[src/rtl/core/tts_pkg.sv]
`default_nettype none
// ----------------------------------------------------------------------------
// tts_pkg
// Shared types and codes for the time-triggered task scheduler core.
// ----------------------------------------------------------------------------
package tts_pkg;

   // Task index field width on the request port (up to 16 slots)
   localparam int unsigned TASK_IDX_W   = 4;
   localparam int unsigned TIME_W       = 16;
   localparam int unsigned COUNT_W      = 8;
   localparam int unsigned NUM_TASKS_DF = 8;

   typedef enum logic [1:0] {
      OP_REGISTER   = 2'd0,
      OP_UNREGISTER = 2'd1,
      OP_TICK       = 2'd2,
      OP_DISPATCH   = 2'd3
   } op_type;

   typedef enum logic [1:0] {
      ST_OK          = 2'd0,
      ST_BOUNDS      = 2'd1,
      ST_ZERO_PERIOD = 2'd2,
      ST_BUSY        = 2'd3
   } status_type;

   // One task table entry
   typedef struct packed {
      logic [TIME_W-1:0]  ticks;
      logic [TIME_W-1:0]  reload;
      logic [COUNT_W-1:0] act_cnt;
      logic [COUNT_W-1:0] inv_cnt;
   } entry_type;

   // Table access: one write and one read port per cycle
   typedef struct packed {
      logic                  we;
      logic [TASK_IDX_W-1:0] waddr;
      entry_type             wdata;
      logic                  re;
      logic [TASK_IDX_W-1:0] raddr;
   } mem_req_type;

   // Finished transaction result
   typedef struct packed {
      status_type            status;
      logic                  run_valid;
      logic [TASK_IDX_W-1:0] run_task;
      logic                  wake;
   } result_type;

endpackage
`default_nettype wire

[src/rtl/core/tts_table.sv]
`default_nettype none
// ----------------------------------------------------------------------------
// tts_table
// Task table memory: one write port, one read port, registered read data.
// ----------------------------------------------------------------------------
module tts_table
   import tts_pkg::*;
#(
   parameter int unsigned NUM_TASKS = NUM_TASKS_DF
) (
   input  wire logic        clock,
   input  wire mem_req_type mreq,
   output entry_type        rdata
);

   localparam int unsigned IDX_W = (NUM_TASKS > 1) ? $clog2(NUM_TASKS) : 1;

   entry_type mem [NUM_TASKS];
   entry_type rdata_ff;

   always_ff @(posedge clock) begin
      if (mreq.we) begin
         mem[mreq.waddr[IDX_W-1:0]] <= mreq.wdata;
      end
      if (mreq.re) begin
         rdata_ff <= mem[mreq.raddr[IDX_W-1:0]];
      end
   end

   assign rdata = rdata_ff;

endmodule
`default_nettype wire

[src/rtl/core/tts_seq.sv]
`default_nettype none
// ----------------------------------------------------------------------------
// tts_seq
// Operation sequencer: slot-active flags, table sweeps for tick and dispatch.
// ----------------------------------------------------------------------------
module tts_seq
   import tts_pkg::*;
#(
   parameter int unsigned NUM_TASKS = NUM_TASKS_DF
) (
   input  wire logic                  clock,
   input  wire logic                  reset,
   input  wire logic                  req_valid,
   output logic                       req_ready,
   input  wire logic [1:0]            req_opcode,
   input  wire logic [TASK_IDX_W-1:0] req_task_index,
   input  wire logic [TIME_W-1:0]     req_phasing,
   input  wire logic [TIME_W-1:0]     req_period,
   output mem_req_type                mreq,
   input  wire entry_type             rdata,
   output logic                       res_valid,
   output result_type                 res,
   input  wire logic                  res_take
);

   localparam int unsigned IDX_W = (NUM_TASKS > 1) ? $clog2(NUM_TASKS) : 1;
   localparam int unsigned CMP_W = TASK_IDX_W + 1;
   localparam logic [IDX_W-1:0] LAST = IDX_W'(NUM_TASKS - 1);

   typedef enum logic [3:0] {
      S_IDLE = 4'b0001,
      S_TICK = 4'b0010,
      S_DISP = 4'b0100,
      S_DONE = 4'b1000
   } state_type;

   state_type            state_ff, state_in;
   logic [IDX_W-1:0]     cur_ff, cur_in;
   logic [NUM_TASKS-1:0] active_ff, active_in;
   result_type           res_ff, res_in;

   logic                 in_range;
   logic [IDX_W-1:0]     req_idx;
   entry_type            upd;
   logic                 cur_active;

   assign in_range   = {1'b0, req_task_index} < CMP_W'(NUM_TASKS);
   assign req_idx    = req_task_index[IDX_W-1:0];
   assign cur_active = active_ff[cur_ff];

   // Tick update of the entry just read
   always_comb begin
      upd = rdata;
      if (rdata.ticks == '0) begin
         upd.ticks   = rdata.reload - TIME_W'(1);
         upd.act_cnt = rdata.act_cnt + COUNT_W'(1);
      end else begin
         upd.ticks   = rdata.ticks - TIME_W'(1);
      end
   end

   always_comb begin
      state_in  = state_ff;
      cur_in    = cur_ff;
      active_in = active_ff;
      res_in    = res_ff;
      mreq      = '0;
      unique case (state_ff)
         S_IDLE: begin
            if (req_valid) begin
               res_in = '0;
               unique case (op_type'(req_opcode))
                  OP_REGISTER: begin
                     priority if (!in_range) begin
                        res_in.status = ST_BOUNDS;
                     end else if (req_period == '0) begin
                        res_in.status = ST_ZERO_PERIOD;
                     end else if (active_ff[req_idx]) begin
                        res_in.status = ST_BUSY;
                     end else begin
                        active_in[req_idx]   = 1'b1;
                        mreq.we              = 1'b1;
                        mreq.waddr           = req_task_index;
                        mreq.wdata.ticks     = req_phasing;
                        mreq.wdata.reload    = req_period;
                        mreq.wdata.act_cnt   = '0;
                        mreq.wdata.inv_cnt   = '0;
                     end
                     state_in = S_DONE;
                  end
                  OP_UNREGISTER: begin
                     if (!in_range) begin
                        res_in.status = ST_BOUNDS;
                     end else begin
                        active_in[req_idx] = 1'b0;
                     end
                     state_in = S_DONE;
                  end
                  OP_TICK: begin
                     mreq.re    = 1'b1;
                     mreq.raddr = '0;
                     cur_in     = '0;
                     state_in   = S_TICK;
                  end
                  OP_DISPATCH: begin
                     mreq.re    = 1'b1;
                     mreq.raddr = TASK_IDX_W'(LAST);
                     cur_in     = LAST;
                     state_in   = S_DISP;
                  end
                  default: state_in = S_IDLE;
               endcase
            end
         end
         S_TICK: begin
            // write back entry cur, read cur+1: never the same slot
            if (cur_active) begin
               mreq.we    = 1'b1;
               mreq.waddr = TASK_IDX_W'(cur_ff);
               mreq.wdata = upd;
               if (upd.act_cnt != upd.inv_cnt) begin
                  res_in.wake = 1'b1;
               end
            end
            if (cur_ff == LAST) begin
               state_in = S_DONE;
            end else begin
               mreq.re    = 1'b1;
               mreq.raddr = TASK_IDX_W'(cur_ff) + TASK_IDX_W'(1);
               cur_in     = cur_ff + IDX_W'(1);
            end
         end
         S_DISP: begin
            // inactive slots are skipped; their counts are cleared on register
            if (cur_active && (rdata.act_cnt != rdata.inv_cnt)) begin
               mreq.we               = 1'b1;
               mreq.waddr            = TASK_IDX_W'(cur_ff);
               mreq.wdata            = rdata;
               mreq.wdata.inv_cnt    = rdata.inv_cnt + COUNT_W'(1);
               res_in.run_valid      = 1'b1;
               res_in.run_task       = TASK_IDX_W'(cur_ff);
               state_in              = S_DONE;
            end else if (cur_ff == '0) begin
               state_in = S_DONE;
            end else begin
               mreq.re    = 1'b1;
               mreq.raddr = TASK_IDX_W'(cur_ff) - TASK_IDX_W'(1);
               cur_in     = cur_ff - IDX_W'(1);
            end
         end
         S_DONE: begin
            if (res_take) begin
               state_in = S_IDLE;
            end
         end
         default: state_in = S_IDLE;
      endcase
   end

   always_ff @(posedge clock) begin
      if (reset) begin
         state_ff  <= S_IDLE;
         active_ff <= '0;
      end else begin
         state_ff  <= state_in;
         active_ff <= active_in;
      end
      cur_ff <= cur_in;
      res_ff <= res_in;
   end

   assign req_ready = (state_ff == S_IDLE);
   assign res_valid = (state_ff == S_DONE);
   assign res       = res_ff;

endmodule
`default_nettype wire

[src/rtl/core/time_triggered_task_scheduler_core.sv]
`default_nettype none
// ----------------------------------------------------------------------------
// time_triggered_task_scheduler_core
// Fixed-priority, non-preemptive periodic task scheduler with a memory table.
// ----------------------------------------------------------------------------
// Each request transaction yields exactly one response transaction, in order.
// Slot i is priority level i (higher index wins). Register and unregister
// are decided in the idle state and wait in the done state until the
// response register takes the result. A timer tick reads, updates and
// writes back every slot in turn through the single-read-port task table.
// Dispatch scans from the highest slot downward, one table read per cycle,
// and stops at the first pending active slot. The table read port (one
// entry per cycle) bounds tick and dispatch. A new request is taken only
// when the sequencer is idle; the response register lets a finished result
// wait for rsp_ready while the next request is already being processed.
// Slot-active flags live in flops and clear on reset; the table itself needs
// no clearing pass since an entry is always written on register before use.
// ----------------------------------------------------------------------------
module time_triggered_task_scheduler_core
   import tts_pkg::*;
#(
   parameter int unsigned NUM_TASKS = NUM_TASKS_DF
) (
   input  wire logic                  clock,
   input  wire logic                  reset,
   input  wire logic                  req_valid,
   output logic                       req_ready,
   input  wire logic [1:0]            req_opcode,
   input  wire logic [TASK_IDX_W-1:0] req_task_index,
   input  wire logic [TIME_W-1:0]     req_phasing,
   input  wire logic [TIME_W-1:0]     req_period,
   output logic                       rsp_valid,
   input  wire logic                  rsp_ready,
   output logic [1:0]                 rsp_status,
   output logic                       rsp_run_valid,
   output logic [TASK_IDX_W-1:0]      rsp_run_task,
   output logic                       rsp_wake
);

   mem_req_type mreq;
   entry_type   rdata;
   logic        res_valid;
   result_type  res;
   logic        out_free;

   // response register
   logic       rsp_valid_ff, rsp_valid_in;
   result_type rsp_ff, rsp_in;

   tts_table #(
      .NUM_TASKS (NUM_TASKS)
   ) u_table (
      .clock (clock),
      .mreq  (mreq),
      .rdata (rdata)
   );

   tts_seq #(
      .NUM_TASKS (NUM_TASKS)
   ) u_seq (
      .clock          (clock),
      .reset          (reset),
      .req_valid      (req_valid),
      .req_ready      (req_ready),
      .req_opcode     (req_opcode),
      .req_task_index (req_task_index),
      .req_phasing    (req_phasing),
      .req_period     (req_period),
      .mreq           (mreq),
      .rdata          (rdata),
      .res_valid      (res_valid),
      .res            (res),
      .res_take       (out_free)
   );

   // output slot is free when empty or being drained this cycle
   assign out_free = !rsp_valid_ff || rsp_ready;

   always_comb begin
      rsp_valid_in = rsp_valid_ff;
      rsp_in       = rsp_ff;
      if (out_free) begin
         rsp_valid_in = res_valid;
         if (res_valid) begin
            rsp_in = res;
         end
      end
   end

   always_ff @(posedge clock) begin
      if (reset) begin
         rsp_valid_ff <= 1'b0;
      end else begin
         rsp_valid_ff <= rsp_valid_in;
      end
      rsp_ff <= rsp_in;
   end

   assign rsp_valid     = rsp_valid_ff;
   assign rsp_status    = rsp_ff.status;
   assign rsp_run_valid = rsp_ff.run_valid;
   assign rsp_run_task  = rsp_ff.run_task;
   assign rsp_wake      = rsp_ff.wake;

endmodule
`default_nettype wire

[config.mk]
export PLATFORM = sky130hd
export DESIGN_NAME = time_triggered_task_scheduler_core
export DESIGN_NICKNAME = d
export VERILOG_FILES = /design/src/rtl/core/tts_pkg.sv /design/src/rtl/core/tts_table.sv /design/src/rtl/core/tts_seq.sv /design/src/rtl/core/time_triggered_task_scheduler_core.sv
export SDC_FILE = /design/constraint.sdc
export NUM_CORES = 1
export LEC_CHECK = 0
export ABC_CLOCK_PERIOD_IN_PS = 11100
export BUFFER_PORTS_ARGS = -buffer_cell sky130_fd_sc_hd__buf_2
export CAP_MARGIN = 20
export CORE_MARGIN = 4
export CORE_UTILIZATION = 50
export CTS_CLUSTER_SIZE = 30
export DETAILED_ROUTE_END_ITERATION = 10
export PLACE_DENSITY = 0.76
export RECOVER_POWER = 50
export SYNTH_ARGS = -nofsm -noshare
export SYNTH_HDL_FRONTEND = slang
export SYNTH_SLANG_ARGS = --single-unit
[constraint.sdc]
create_clock -name clock -period 11.1 [get_ports clock]
set_input_delay 2.22 -clock clock [delete_from_list [all_inputs] [get_ports clock]]
set_output_delay 2.22 -clock clock [all_outputs]
set_load 0.005 [all_outputs]
== After elaboration in Yosys (flattened, before gate mapping) ==
Memories as Yosys holds them, arrays and structs flattened. A register that Yosys moved wholly into a read port is not among the register bits.
Cells that the tools add are included.

* Register bits: 32
* Bits in writable memories: 384
* Input bits: 42
* Output and inout bits: 10
* Memories kept: 1

* Add/sub/neg operators: 8
* Order comparisons: 4
* Eq/ne operators: 25
* Multiplexer cells: 51
* Bitwise logic cells: 3
* Reduce and logical (&&, ||, !) cells: 20

{| class="wikitable"
|+ Memory list
! memory !! depth !! bits a word !! rd ports !! clocked after Yosys merged registers in !! write ports !! line !! text
|-
| u_table.mem || 8 || 48 || 1 || 1 || 1 || tts_table.sv:18 || <nowiki>entry_type mem [NUM_TASKS];</nowiki>
|}

{| class="wikitable"
|+ Operators by type and width
! cell !! number
|-
| $mux 53 || 6
|-
| $pmux 58 s3 || 1
|-
| $mux 58 || 1
|-
| $mux 8 || 5
|-
| $logic_not 16->1 || 2
|-
| $sub 16x1->16 const B || 2
|-
| $mux 4 || 5
|-
| $mux 5 || 4
|-
| $pmux 5 s2 || 2
|-
| $add 8x1->8 const B || 2
|-
| $mux 16 || 1
|-
| $ne 8x8->1 || 2
|-
| $pmux 4 s4 || 1
|-
| $pmux 8 s2 || 1
|-
| $ne 2x1->1 const B || 7
|-
| $mux 3 || 4
|-
| $ne 2x2->1 const B || 6
|-
| $pmux 4 s3 || 1
|-
| $pmux 3 s3 || 1
|-
| $and 8x8->8 || 1
|-
| $lt 3x4->1 const B || 2
|-
| $mux 1 || 8
|-
| $not 8->8 || 1
|-
| $or 8x8->8 || 1
|-
| other kinds (34) || 44
|}

== Depth between registers and ports, before layout ==
Gate-level depths: netlist (run 1).

* Depth in word-level cells: 10
* Depth in mapped cells: 12

== Hierarchy ==
A second synthesis (run 1) with hierarchy kept.

* Cells, all modules: 1,063
* Area total of the unflattened synthesis: 19,653.8 um^2

{| class="wikitable"
|+ Modules (own cells, without submodules)
! module !! instances !! cells an instance !! area each (um^2)
|-
| tts_table || 1 || 616 || 16,100.4
|-
| tts_seq || 1 || 434 || 3,258.1
|-
| time_triggered_task_scheduler_core || 1 || 13 || 295.3
|}

== Worst setup path before layout (run 1) ==
Ideal clock, no wire load.

* Kind: input to register
* Start point: in req_task_index[0]
* End point: mem u_table.mem[3][0] (netlist name), enable pin
* Setup time: 0.469 ns
* Data arrival time: 5.874 ns
* Data required time: 10.631 ns
* Setup slack: 4.757 ns
* Stages: 7
* Cells stage by stage: clkbuf_1 > mux2_2 > a22oi_1 > and4_1 > buf_2 > a32oi_1 > a21oi_1

* Word-level cells in the longest chain between the ends: 10

{| class="wikitable"
|+ RTL lines
! item !! line !! text
|-
| start, declared || time_triggered_task_scheduler_core.sv:29 || <nowiki>input wire logic [TASK_IDX_W-1:0] req_task_index,</nowiki>
|-
| $bmux 1 s3 || tts_seq.sv:78 || <nowiki>end else if (active_ff[req_idx]) begin</nowiki>
|-
| $mux 1 (implied by the code) || tts_seq.sv:78 ||
|-
| $mux 53 || tts_seq.sv:78 ||
|-
| $mux 53 || tts_seq.sv:76 || <nowiki>end else if (req_period == '0) begin</nowiki>
|-
| $mux 53 (*) || tts_seq.sv:74 || <nowiki>priority if (!in_range) begin</nowiki>
|-
| $mux 53 (*) || tts_seq.sv:72 || <nowiki>unique case (op_type'(req_opcode))</nowiki>
|-
| $mux 58 (*) || tts_seq.sv:70 || <nowiki>if (req_valid) begin</nowiki>
|-
| $pmux 58 s3 (*) || tts_seq.sv:68 || <nowiki>unique case (state_ff)</nowiki>
|-
| $mux 1 || tts_table.sv:22 || <nowiki>if (mreq.we) begin</nowiki>
|-
| $mux 1 (implied by the code) || tts_table.sv:23 || <nowiki>mem[mreq.waddr[IDX_W-1:0]] <= mreq.wdata;</nowiki>
|-
| end, declared || tts_table.sv:18 ||
|}

Mark *: on every way between the ends. The rest lies on a longest branch, timed or not. The select of a mux whose other input is x is not followed.

== Worst setup path after layout (run 1) ==
* Start point: in req_opcode[0]
* End point: reg u_table.rdata[40] (netlist name)

* Word-level cells in the longest chain between the ends: 4

{| class="wikitable"
|+ RTL lines
! item !! line !! text
|-
| start, declared || time_triggered_task_scheduler_core.sv:28 || <nowiki>input wire logic [1:0] req_opcode,</nowiki>
|-
| $eq 2x2->1 || tts_seq.sv:72 ||
|-
| $pmux 5 s2 (*) || tts_seq.sv:72 ||
|-
| $mux 58 (*) || tts_seq.sv:70 ||
|-
| $pmux 58 s3 (*) || tts_seq.sv:68 ||
|}

Mark *: on every way between the ends. The rest lies on a longest branch, timed or not.
A chain may end at the register's enable or synchronous reset.

==> results of run 1 <==
## sequential cells by signal, indices dropped and copies added (netlist names), named ones only
register        count
rsp_run_task        3
rsp_run_valid       1
rsp_status          2
rsp_valid           1
rsp_wake            1
u_seq.cur_ff        3
u_seq.res           7
u_seq.state_ff      4
u_table.mem       384
u_table.rdata      48
## worst max-delay path, stage by stage
cell and delay (ns):
sky130_fd_sc_hd__clkbuf_1 0.37, sky130_fd_sc_hd__nand4_1 0.29, sky130_fd_sc_hd__nand2_1 0.22, sky130_fd_sc_hd__a31o_1 2.34, sky130_fd_sc_hd__buf_4 0.87, sky130_fd_sc_hd__buf_4 0.72
sky130_fd_sc_hd__mux2i_1 0.27, sky130_fd_sc_hd__a32o_1 0.19, sky130_fd_sc_hd__a221oi_2 0.04
## power by group
part           internal (uW)  switching (uW)  total, uW  leakage (uW)
clock                    865             624       1490      0.000705
combinational            100             161        261       0.00191
sequential              1950            39.0       1990       0.00421
total                   2910             824       3730       0.00682
## through the flow
stage / instance area [um^2] / instances
2_1_floorplan: 19700 / 1256
3_3_place_gp: 20390 / 1770
3_5_place_dp: 20390 / 1770
4_1_cts: 21830 / 1850
5_1_grt: 21700 / 1851
6_report: 21700 / 1851
## path summary, 6_finish.rpt
| check | endpoint | slack (ns) |
|---|---|---|
| worst max register to register | u_table.rdata[40]$_DFFE_PP_ | 4.16 |
| worst max-delay path | u_table.rdata[40]$_DFFE_PP_ | 3.75 |
| worst min register to register | rsp_run_task[2]$_DFFE_PP_ | 0.42 |
| worst min-delay path | rsp_run_task[2]$_DFFE_PP_ | 0.42 |
## Yosys cell counts, drive strengths merged, types with 13 or more instances
cell | n | area, um^2
nand3 | 13 | 65.06
xnor2 | 15 | 131.4
buf | 41 | 320.3
mux2i | 149 | 1491
nor2 | 39 | 148.9
a22oi | 15 | 112.6
a221oi | 47 | 680.7
edfxtp | 449 | 13480
a22o | 18 | 157.7
nor4 | 14 | 93.84
a21oi | 33 | 165.2
a32o | 48 | 480.5
clkbuf | 33 | 150.1
nand2 | 142 | 533.0
dfxtp | 13 | 260.3
o21ai | 40 | 200.2
## kinds of logic after synthesis
group | Yosys count | share of synthesized area, %
multiplexers | 156 | 8.163
buffers and inverters | 85 | 2.598
AO/OA/AOI/OAI | 253 | 11.42
adder cells (fa/ha/maj) | 9 | 0.6099
flip-flops | 462 | 69.78
other | 1 | 0.01904
AND/OR/NAND/NOR | 264 | 6.264
XOR/XNOR | 26 | 1.156
## per-layer routing
metal,vias up,share of wire (%)
li1,5104,-
met1,5745,42
met2,561,46
met3,83,8.7
met4,0,2.8
met5,-,0
## layout make-up
cell class | count | area [um^2]
fillers | 2941 | 17120
well taps | 518 | 648.1
clock buffers | 54 | 1202
clock inverters | 26 | 236.5
multi-input cells | 709 | 5458
inverters | 11 | 41.29
repair buffers | 71 | 375.4
flip-flops and latches | 462 | 13740
==> tab_implementation.tex, run 1 <==
\begin{tabular}{lr}
\hline
Metric & Value \\
\hline
\multicolumn{2}{l}{\textbf{GRT}} \\
Met2 Resource Use GR & a little under a third \\
Overall overflow remaining after global route & 0 \\
Wire length of the first global-routing pass & 66.78 mm \\
Pin count of the biggest net entering global routing & between 60 and 70 \\
Met1 track demand over resource in global routing & 29.62\% \\
Antenna violations before repair & 0 \\
Number of global-route vias before repair & 11060 \\
Global routing usage on met3 & under 10\% \\
Most Crowded Layer GR & met2 \\
Total Routing Usage GR & between 20\% and 30\% \\
\multicolumn{2}{l}{\textbf{Worst setup path}} \\
Beginning of the critical path & req\_opcode[0] \\
Worst setup EP type & flip-flop \\
Worst reg2reg path startpoint & u\_seq.cur\_ff[1]\$\_DFFE\_PP\_ \\
Kind of critical path & primary input to flip-flop \\
CP max FO & 61 \\
Required time at the worst-slack endpoint & 11.36 ns \\
Data arrival time at the worst-slack endpoint & 7.61 ns \\
Nature of the critical path startpoint & primary input \\
Worst reg2reg path depth & 10 \\
\multicolumn{2}{l}{\textbf{STA}} \\
Transition time of the tightest slew-check pin & between 3 and 4 ns \\
Number of endpoints with negative hold slack in the final report & 0 \\
Period minus WS final & 7.349 ns \\
Max Freq & 136.1 MHz \\
Setup Total Neg Slack & 0 ns \\
Post-route clock skew & 0.02179 ns \\
Worst setup margin & 3.751 ns \\
Unrepaired setup endpoints after global routing & false \\
Part of the cycle the worst path needs & 66.21\% \\
Max Transition Viols Final & 150 \\
Hold Slack & around 0.42 ns \\
Rel. slew slack & -135.5\% \\
Finish-stage setup viols & 0 \\
\multicolumn{2}{l}{\textbf{Placed design}} \\
Global placer's final weighted congestion & 0.8075 \\
Sum of net half-perimeters after detailed placement & around 25 mm \\
Post-placement setup slack & 4.923 ns \\
Port Buffer Count & 50 \\
\multicolumn{2}{l}{\textbf{Layout}} \\
Most frequent cells in the layout & sky130\_fd\_sc\_hd\_\_edfxtp\_1, sky130\_fd\_sc\_hd\_\_mux2i\_1, sky130\_fd\_sc\_hd\_\_nand2\_1 \\
P\&R area growth vs syn & 10.20\% \\
Final Net Count & 1351 \\
Layout cell share with drive strength beyond 1 & between 10\% and 20\% \\
Share of the core filled with cells in the final layout & approximately 56\% \\
Diodes inserted & 0 \\
Most common cell after layout, fill and taps aside & sky130\_fd\_sc\_hd\_\_edfxtp\_1 \\
\multicolumn{2}{l}{\textbf{Synth}} \\
Ys Warns & 0 \\
Number of flops mapped to enable cells by yosys & 449 \\
Library cells used by synthesis & 76 \\
Yosys reg bits & roughly 460 \\
Share of synthesized registers carrying an async set or reset & 0\% \\
Ys flop type & sky130\_fd\_sc\_hd\_\_edfxtp\_1 \\
Average cell area after synthesis & roughly 16 um\^{}2 \\
Net count of the mapped netlist & between 1000 and 1500 \\
Cell area after synthesis & 19700 um\^{}2 \\
Number of instances in the synthesized netlist & 1256 \\
Proportion of synthesized chip area in sequential cells & 69.78\% \\
\multicolumn{2}{l}{\textbf{Clock tree}} \\
Reg clk slew, reported paths & 0.06 ns \\
Count of clock tree sinks & about 460 \\
Post-cts resize count & 0 \\
TritonCTS clock tree & yes \\
CTS max path bufs & 3 \\
CTS H-tree depth & 2 \\
Hold buffer count at CTS & 0 \\
Post-CTS Setup Repair Bufs & 0 \\
Clock insertion delay at the later pin of the skew report & 0.55 ns \\
CTS root buffer & sky130\_fd\_sc\_hd\_\_clkbuf\_16 \\
TritonCTS buffer count & 45 \\
\multicolumn{2}{l}{\textbf{Drt}} \\
DR WL/cell & roughly 24 um \\
Routed via count divided by cell count & 6.209 \\
Final Routed Wirelength & 43.98 mm \\
Antenna-violating nets left & 0 \\
DRC violation count after routing & 0 \\
Iteration count of the initial detailed-routing pass & 6 \\
Detailed-route via count & 11490 \\
Initial DRC count & $\sim$1400 \\
\multicolumn{2}{l}{\textbf{Floorplan}} \\
Height of the die & 206.5 um \\
FP Rows & 72 \\
Total die area & 42630 um\^{}2 \\
Number of primary I/O pins & 52 \\
Core Footprint & 38830 um\^{}2 \\
Width of the chip & $\sim$210 um \\
Initial core utilization & 50.73\% \\
\multicolumn{2}{l}{\textbf{Pwr}} \\
Highest ir drop seen on vdd & roughly 0.094 mV \\
Power per cell area & 172.1 nW/um\^{}2 \\
Leakage component of the power & 0.006823 uW \\
Tot Pwr & 3735 uW \\
\multicolumn{2}{l}{\textbf{Status}} \\
Violated checks & capacitance limit, slew limit \\
Run status & finished with violations \\
\multicolumn{2}{l}{\textbf{Min path}} \\
Worst Hold Class & flip-flop to flip-flop \\
Hold path startpoint & u\_seq.res[3]\$\_SDFFCE\_PN0P\_ \\
Count of cells along the worst hold path & 0 \\
\multicolumn{2}{l}{\textbf{Run}} \\
Number of max-capacitance violations reported & 3 \\
\hline
\end{tabular}
(Power assumes the default switching activity.)
==> run 2, diff against run 1 <==
--- a/config.mk
+++ b/config.mk
@@ -5,14 +5,14 @@
 export SDC_FILE = /design/constraint.sdc
 export NUM_CORES = 1
 export LEC_CHECK = 0
-export ABC_CLOCK_PERIOD_IN_PS = 11100
+export ABC_CLOCK_PERIOD_IN_PS = 6400
 export BUFFER_PORTS_ARGS = -buffer_cell sky130_fd_sc_hd__buf_2
 export CAP_MARGIN = 20
 export CORE_MARGIN = 4
 export CORE_UTILIZATION = 50
 export CTS_CLUSTER_SIZE = 30
 export DETAILED_ROUTE_END_ITERATION = 10
-export PLACE_DENSITY = 0.76
+export PLACE_DENSITY = 0.79
 export RECOVER_POWER = 50
 export SYNTH_ARGS = -nofsm -noshare
 export SYNTH_HDL_FRONTEND = slang
==> constraint.sdc (replaced) <==
create_clock -name clock -period 6.4 [get_ports clock]
set_input_delay 1.28 -clock clock [delete_from_list [all_inputs] [get_ports clock]]
set_output_delay 1.28 -clock clock [all_outputs]
set_load 0.005 [all_outputs]
==> run 2 against run 1 <==
  * The run still ends with capacitance limit, slew limit left
  * Worst hold slack improved by 0.0059 ns
  * Utilization rose by 0.24 points
  * Sequential share of layout area fell by 0.27 points
  * Critical path depth fell by 3
  * Cell area rose by 0.43%
  * Critical path type is now flip-flop to flip-flop
  * Critical endpoint is now u_table.rdata[11]$_DFFE_PP_
  * Largest cell class unchanged
  * Largest power group unchanged
==> tab_implementation.tex, run 2 (synthesized netlist as in run 1, its figures left out) <==
\begin{tabular}{lr}
\hline
Metric & Value \\
\hline
\multicolumn{2}{l}{\textbf{Status}} \\
Run status & finished with violations (unchanged) \\
Violated checks & capacitance limit, slew limit (unchanged) \\
\multicolumn{2}{l}{\textbf{Drt}} \\
DRC violation count after routing & 0 (unchanged) \\
DR WL/cell & 23.77 um (was 23.76 um) \\
Detailed-route via count & 11640 (was 11490) \\
Final Routed Wirelength & 44.01 mm (was 43.98 mm) \\
Routed via count divided by cell count & 6.287 (was 6.209) \\
Antenna-violating nets left & 0 (unchanged) \\
Iteration count of the initial detailed-routing pass & 5 (was 6) \\
Initial DRC count & 1382 (was 1396) \\
\multicolumn{2}{l}{\textbf{GRT}} \\
Total Routing Usage GR & 20.67\% (was 20.43\%) \\
Antenna violations before repair & 0 (unchanged) \\
Number of global-route vias before repair & 11540 (was 11060) \\
Overall overflow remaining after global route & 0 (unchanged) \\
Pin count of the biggest net entering global routing & 75 (was 62) \\
Wire length of the first global-routing pass & 68.03 mm (was 66.78 mm) \\
\multicolumn{2}{l}{\textbf{Layout}} \\
Fill cell count & 2915 (was 2941) \\
Number of flip-flops in the largest register & 384 (unchanged) \\
P\&R area growth vs syn & 10.67\% (was 10.20\%) \\
Most common cell after layout, fill and taps aside & sky130\_fd\_sc\_hd\_\_edfxtp\_1 (unchanged) \\
Share of the core filled with cells in the final layout & 56.14\% (was 55.90\%) \\
Non-filler cells, final & 1851 (unchanged) \\
Diodes inserted & 0 (unchanged) \\
Most frequent cells in the layout & sky130\_fd\_sc\_hd\_\_edfxtp\_1, sky130\_fd\_sc\_hd\_\_mux2i\_1, sky130\_fd\_sc\_hd\_\_nand2\_1 (unchanged) \\
Layout cell share with drive strength beyond 1 & 14.48\% (was 13.65\%) \\
Final Net Count & 1357 (was 1351) \\
\multicolumn{2}{l}{\textbf{Clock tree}} \\
Hold buffer count at CTS & 0 (unchanged) \\
Count of clock tree sinks & 462 (unchanged) \\
Post-CTS Setup Repair Bufs & 0 (unchanged) \\
TritonCTS clock tree & yes (unchanged) \\
CTS max path bufs & 3 (unchanged) \\
CTS root buffer & sky130\_fd\_sc\_hd\_\_clkbuf\_16 (unchanged) \\
CTS H-tree depth & 2 (unchanged) \\
Clock insertion delay at the later pin of the skew report & 0.56 ns (was 0.55 ns) \\
TritonCTS buffer count & 45 (unchanged) \\
Post-cts resize count & 0 (unchanged) \\
Reg clk slew, reported paths & 0.06 ns (about the same) \\
\multicolumn{2}{l}{\textbf{Pwr}} \\
Tot Pwr & 6515 uW (was 3735 uW) \\
Power per cell area & 298.9 nW/um\^{}2 (was 172.1 nW/um\^{}2) \\
Leakage component of the power & 0.006858 uW (was 0.006823 uW) \\
Highest ir drop seen on vdd & 0.2259 mV (was 0.09387 mV) \\
\multicolumn{2}{l}{\textbf{Worst setup path}} \\
Beginning of the critical path & u\_seq.cur\_ff[1]\$\_DFFE\_PP\_ (was req\_opcode[0]) \\
Flop2flop setup slack & 1.27 ns (was 4.16 ns) \\
Nature of the critical path startpoint & flip-flop (was primary input) \\
Data arrival time at the worst-slack endpoint & 5.21 ns (was 7.61 ns) \\
Required time at the worst-slack endpoint & 6.48 ns (was 11.36 ns) \\
CP max FO & 48 (was 61) \\
Worst reg2reg path startpoint & u\_seq.cur\_ff[1]\$\_DFFE\_PP\_ (unchanged) \\
Worst setup EP type & flip-flop (unchanged) \\
Kind of critical path & flip-flop to flip-flop (was primary input to flip-flop) \\
\multicolumn{2}{l}{\textbf{STA}} \\
Hold Slack & 0.4235 ns (was 0.4176 ns) \\
Part of the cycle the worst path needs & 80.13\% \\
Number of endpoints with negative hold slack in the final report & 0 (unchanged) \\
Max Transition Viols Final & 87 (was 150) \\
Max Freq & 195.0 MHz \\
Setup Total Neg Slack & 0 ns (unchanged) \\
Transition time of the tightest slew-check pin & 3.334 ns (was 3.532 ns) \\
Post-route clock skew & 0.03221 ns (was 0.02179 ns) \\
Rel. slew slack & -122.3\% (was -135.5\%) \\
Finish-stage setup viols & 0 (unchanged) \\
Unrepaired setup endpoints after global routing & false (unchanged) \\
Period minus WS final & $\sim$5.1 ns \\
\multicolumn{2}{l}{\textbf{Floorplan}} \\
Number of primary I/O pins & 52 (unchanged) \\
FP Rows & 72 (unchanged) \\
Width of the chip & 206.5 um (unchanged) \\
Height of the die & 206.5 um (unchanged) \\
Initial core utilization & 50.73\% (unchanged) \\
Core Footprint & 38830 um\^{}2 (unchanged) \\
Total die area & 42630 um\^{}2 (unchanged) \\
\multicolumn{2}{l}{\textbf{Min path}} \\
Worst Hold Class & flip-flop to flip-flop (unchanged) \\
Hold path startpoint & u\_seq.res[1]\$\_SDFFCE\_PN0P\_ (was u\_seq.res[3]\$\_SDFFCE\_PN0P\_) \\
\multicolumn{2}{l}{\textbf{Placed design}} \\
Sum of net half-perimeters after detailed placement & 26.22 mm (was 25.24 mm) \\
Dpl cells & 1776 (was 1770) \\
Port Buffer Count & 50 (unchanged) \\
Global placer's final weighted congestion & 0.8845 (was 0.8075) \\
\multicolumn{2}{l}{\textbf{Run}} \\
Number of max-capacitance violations reported & 2 (was 3) \\
\hline
\end{tabular}
## run 2: worst paths after layout
kind                                                     to  cells after the start
worst max-delay path            u_table.rdata[11]$_DFFE_PP_                      6
worst min-delay path              rsp_run_task[0]$_DFFE_PP_                      0
worst max register to register  u_table.rdata[11]$_DFFE_PP_                      6
worst min register to register    rsp_run_task[0]$_DFFE_PP_                      0
## run 2: worst max-delay path, stage by stage, from the launching register on
cell	delay, ns
sky130_fd_sc_hd__edfxtp_1	0.58
sky130_fd_sc_hd__mux4_2	0.55
sky130_fd_sc_hd__mux2_1	0.38
sky130_fd_sc_hd__o41a_2	0.19
sky130_fd_sc_hd__nor3_1	0.40
sky130_fd_sc_hd__a211o_2	0.17
sky130_fd_sc_hd__clkbuf_1	2.34
## run 2: layout make-up
cell class	count	area [um^2]	share of cell area [%]
clock buffer	52	1152	5.286
clock inverter	22	275.3	1.263
inverter	11	41.29	0.1894
multi-input combinational	709	5492	25.19
sequential	462	13740	63.05
tap	518	648.1	2.973
timing repair buffer	77	446.7	2.049
## run 2: power breakdown
group	leakage, uW	switching [uW]	internal (uW)
sequential	0.00421	69.0	3380
combinational	0.00195	282	175
clock	0.000695	1090	1530
total	0.00686	1440	5080
## run 2: per-stage QoR
stage	worst slack, ns	area [um^2]
floorplan	0.5997	19700
global placement	1.659	20450
detailed placement	1.599	20460
CTS	2.039	21890
global route	0.9838	21800
finish	1.272	21800
## run 2: per-layer routing
metal  track usage (%)  up-vias  routed length [um]
met3             3.986       79                3994
met1             28.98     5831               17970
met5                 0        -                   0
met4             6.155        0                1223
met2             33.14      612               20820
li1                  -     5116                   -
==> run 3, diff against run 2 <==
--- a/config.mk
+++ b/config.mk
@@ -5,7 +5,7 @@
 export SDC_FILE = /design/constraint.sdc
 export NUM_CORES = 1
 export LEC_CHECK = 0
-export ABC_CLOCK_PERIOD_IN_PS = 6400
+export ABC_CLOCK_PERIOD_IN_PS = 4300
 export BUFFER_PORTS_ARGS = -buffer_cell sky130_fd_sc_hd__buf_2
 export CAP_MARGIN = 20
 export CORE_MARGIN = 4
==> constraint.sdc (replaced) <==
create_clock -name clock -period 4.3 [get_ports clock]
set_input_delay 0.86 -clock clock [delete_from_list [all_inputs] [get_ports clock]]
set_output_delay 0.86 -clock clock [all_outputs]
set_load 0.005 [all_outputs]
==> run 3 against run 2 <==
  * Critical endpoint is now u_table.mem[5][20]$_DFFE_PP_
  * Via count increased by 1.4%
  * Clock skew is 0.015 ns lower
  * Worst setup slack lost 0.99 ns
  * Die area unchanged
  * Maximum frequency increased by 28%
  * The run ends with capacitance limit left
  * Cell area is 1.4% higher
  * Highest routed layer unchanged
==> tab_implementation.tex, run 3 (synthesized netlist as in run 1, its figures left out) <==
\begin{tabular}{lr}
\hline
Metric & Value \\
\hline
\multicolumn{2}{l}{\textbf{Status}} \\
Run status & finished with violations (unchanged) \\
Violated checks & capacitance limit (was capacitance limit, slew limit) \\
\multicolumn{2}{l}{\textbf{Worst setup path}} \\
Required time at the worst-slack endpoint & 4.49 ns (was 6.48 ns) \\
Kind of critical path & flip-flop to flip-flop (unchanged) \\
FF-to-FF End & u\_table.mem[5][20]\$\_DFFE\_PP\_ (was u\_table.rdata[11]\$\_DFFE\_PP\_) \\
Worst reg2reg path startpoint & u\_seq.cur\_ff[1]\$\_DFFE\_PP\_ (unchanged) \\
Flop2flop setup slack & 0.29 ns (was 1.27 ns) \\
Worst setup EP type & flip-flop (unchanged) \\
Worst reg2reg path depth & 9 (was 6) \\
Data arrival time at the worst-slack endpoint & 4.20 ns (was 5.21 ns) \\
Nature of the critical path startpoint & flip-flop (unchanged) \\
CP max FO & 22 (was 48) \\
\multicolumn{2}{l}{\textbf{Clock tree}} \\
TritonCTS buffer count & 45 (unchanged) \\
Count of clock tree sinks & 462 (unchanged) \\
TritonCTS clock tree & yes (unchanged) \\
Hold buffer count at CTS & 0 (unchanged) \\
Post-CTS Setup Repair Bufs & 0 (unchanged) \\
Clock insertion delay at the later pin of the skew report & 0.56 ns (about the same) \\
CTS H-tree depth & 2 (unchanged) \\
CTS root buffer & sky130\_fd\_sc\_hd\_\_clkbuf\_16 (unchanged) \\
Post-cts resize count & 0 (unchanged) \\
Reg clk slew, reported paths & 0.06 ns (about the same) \\
CTS max path bufs & 3 (unchanged) \\
\multicolumn{2}{l}{\textbf{Placed design}} \\
Post-placement setup slack & 0.4879 ns (was 1.599 ns) \\
Dpl cells & 1795 (was 1776) \\
Port Buffer Count & 50 (unchanged) \\
Global placer's final weighted congestion & 0.8461 (was 0.8845) \\
Sum of net half-perimeters after detailed placement & 26.55 mm (was 26.22 mm) \\
\multicolumn{2}{l}{\textbf{Floorplan}} \\
Number of primary I/O pins & 52 (unchanged) \\
Initial core utilization & 50.73\% (unchanged) \\
Total die area & 42630 um\^{}2 (unchanged) \\
Width of the chip & 206.5 um (unchanged) \\
Core Footprint & 38830 um\^{}2 (unchanged) \\
FP Rows & 72 (unchanged) \\
Height of the die & 206.5 um (unchanged) \\
\multicolumn{2}{l}{\textbf{STA}} \\
Setup Total Neg Slack & 0 ns (unchanged) \\
Number of endpoints with negative hold slack in the final report & 0 (unchanged) \\
Period minus WS final & 4.015 ns (was 5.128 ns) \\
Transition time of the tightest slew-check pin & 1.496 ns (was 3.334 ns) \\
Post-route clock skew & 0.01699 ns (was 0.03221 ns) \\
Max Transition Viols Final & 0 (was 87) \\
Part of the cycle the worst path needs & 93.37\% (was 80.13\%) \\
Hold Slack & 0.4186 ns (was 0.4235 ns) \\
Max Freq & 249.1 MHz (was 195.0 MHz) \\
Worst setup margin & 0.2851 ns (was 1.272 ns) \\
Unrepaired setup endpoints after global routing & false (unchanged) \\
Rel. slew slack & 0.2909\% (was -122.3\%) \\
Finish-stage setup viols & 0 (unchanged) \\
\multicolumn{2}{l}{\textbf{Drt}} \\
Final Routed Wirelength & 45.17 mm (was 44.01 mm) \\
Antenna-violating nets left & 0 (unchanged) \\
Iteration count of the initial detailed-routing pass & 5 (unchanged) \\
DRC violation count after routing & 0 (unchanged) \\
DR WL/cell & 24.06 um (was 23.77 um) \\
Detailed-route via count & 11800 (was 11640) \\
Initial DRC count & 1331 (was 1382) \\
Routed via count divided by cell count & 6.286 (was 6.287) \\
\multicolumn{2}{l}{\textbf{GRT}} \\
Antenna violations before repair & 0 (unchanged) \\
Wire length of the first global-routing pass & 68.85 mm (was 68.03 mm) \\
Overall overflow remaining after global route & 0 (unchanged) \\
Number of global-route vias before repair & 11650 (was 11540) \\
Total Routing Usage GR & 21.04\% (was 20.67\%) \\
Pin count of the biggest net entering global routing & 65 (was 75) \\
\multicolumn{2}{l}{\textbf{Layout}} \\
Non-filler cells, final & 1877 (was 1851) \\
Most frequent cells in the layout & sky130\_fd\_sc\_hd\_\_edfxtp\_1, sky130\_fd\_sc\_hd\_\_mux2i\_1, sky130\_fd\_sc\_hd\_\_nand2\_1 (unchanged) \\
Most common cell after layout, fill and taps aside & sky130\_fd\_sc\_hd\_\_edfxtp\_1 (unchanged) \\
Fill cell count & 2877 (was 2915) \\
Final Net Count & 1376 (was 1357) \\
Layout cell share with drive strength beyond 1 & 15.82\% (was 14.48\%) \\
P\&R area growth vs syn & 12.20\% (was 10.67\%) \\
Number of flip-flops in the largest register & 384 (unchanged) \\
Diodes inserted & 0 (unchanged) \\
\multicolumn{2}{l}{\textbf{Min path}} \\
Count of cells along the worst hold path & 0 (unchanged) \\
Hold path startpoint & u\_seq.res[0]\$\_DFFE\_PP\_ (was u\_seq.res[1]\$\_SDFFCE\_PN0P\_) \\
Worst Hold Class & flip-flop to flip-flop (unchanged) \\
End of the worst hold path & rsp\_wake\$\_DFFE\_PP\_ (was rsp\_run\_task[0]\$\_DFFE\_PP\_) \\
\multicolumn{2}{l}{\textbf{Pwr}} \\
Tot Pwr & 9529 uW (was 6515 uW) \\
Highest ir drop seen on vdd & 0.2745 mV (was 0.2259 mV) \\
Leakage component of the power & 0.007000 uW (was 0.006858 uW) \\
Power per cell area & 431.2 nW/um\^{}2 (was 298.9 nW/um\^{}2) \\
\multicolumn{2}{l}{\textbf{Run}} \\
Number of max-capacitance violations reported & 1 (was 2) \\
\hline
\end{tabular}
## run 3: metrics by stage
step / area (um^2) / utilization (%)
2_1_floorplan: 19720 / -
3_3_place_gp: 20800 / 53.57
3_5_place_dp: 20800 / 53.57
4_1_cts: 22180 / 57.12
5_1_grt: 22100 / 56.92
6_report: 22100 / 56.92
## run 3: routing by layer
layer  GRT usage, %  vias to the layer above  wire length [um]
li1               -                     5144                 -
met1          28.76                     5975             18150
met2          34.71                      592             21680
met3          3.515                       87              3983
met4          6.844                        0              1351
met5              0                        -                 0
## run 3: final cells by class
type                    count  area (um^2)  share of cell area (%)
well taps                 518        648.1                   2.933
clock buffers              59         1230                   5.565
inverters                  11        41.29                  0.1868
clock inverters            22        147.6                  0.6681
multi-input cells         709         5525                   25.00
repair buffers             96        764.5                   3.459
flip-flops and latches    462        13740                   62.19
## run 3: where the power goes
| group | leakage [uW] | switching [uW] | internal, uW |
|---|---|---|---|
| Clock | 0.000677 | 1600 | 2080 |
| Combinational | 0.00211 | 444 | 291 |
| Sequential | 0.00421 | 98.8 | 5020 |
## run 3: critical path, stage by stage (launching register included)
cell and delay (ns):
sky130_fd_sc_hd__edfxtp_1 0.57, sky130_fd_sc_hd__mux4_2 0.55, sky130_fd_sc_hd__mux2_1 0.41, sky130_fd_sc_hd__o41ai_1 0.15, sky130_fd_sc_hd__clkbuf_1 0.27, sky130_fd_sc_hd__o21ai_0 0.17, sky130_fd_sc_hd__clkbuf_2 0.42, sky130_fd_sc_hd__a22o_1 0.41
sky130_fd_sc_hd__nor2b_4 0.17, sky130_fd_sc_hd__clkbuf_1 0.53
## run 3: worst max-delay path by stage
stage                                startpoint                      endpoint  slack (ns)  cells past startpoint
floorplan             u_seq.cur_ff[1]$_DFFE_PP_   u_table.mem[1][0]$_DFFE_PP_        0.23                      8
global placement                 req_period[10]  u_table.mem[6][41]$_DFFE_PP_        0.51                      9
detailed placement                req_period[9]   u_table.mem[6][9]$_DFFE_PP_        0.49                      9
CTS                 u_table.rdata[40]$_DFFE_PP_  u_table.mem[2][44]$_DFFE_PP_        0.48                      9
global route        u_table.rdata[41]$_DFFE_PP_  u_table.mem[5][41]$_DFFE_PP_        0.09                      8
finish                u_seq.cur_ff[1]$_DFFE_PP_  u_table.mem[5][20]$_DFFE_PP_        0.29                      9
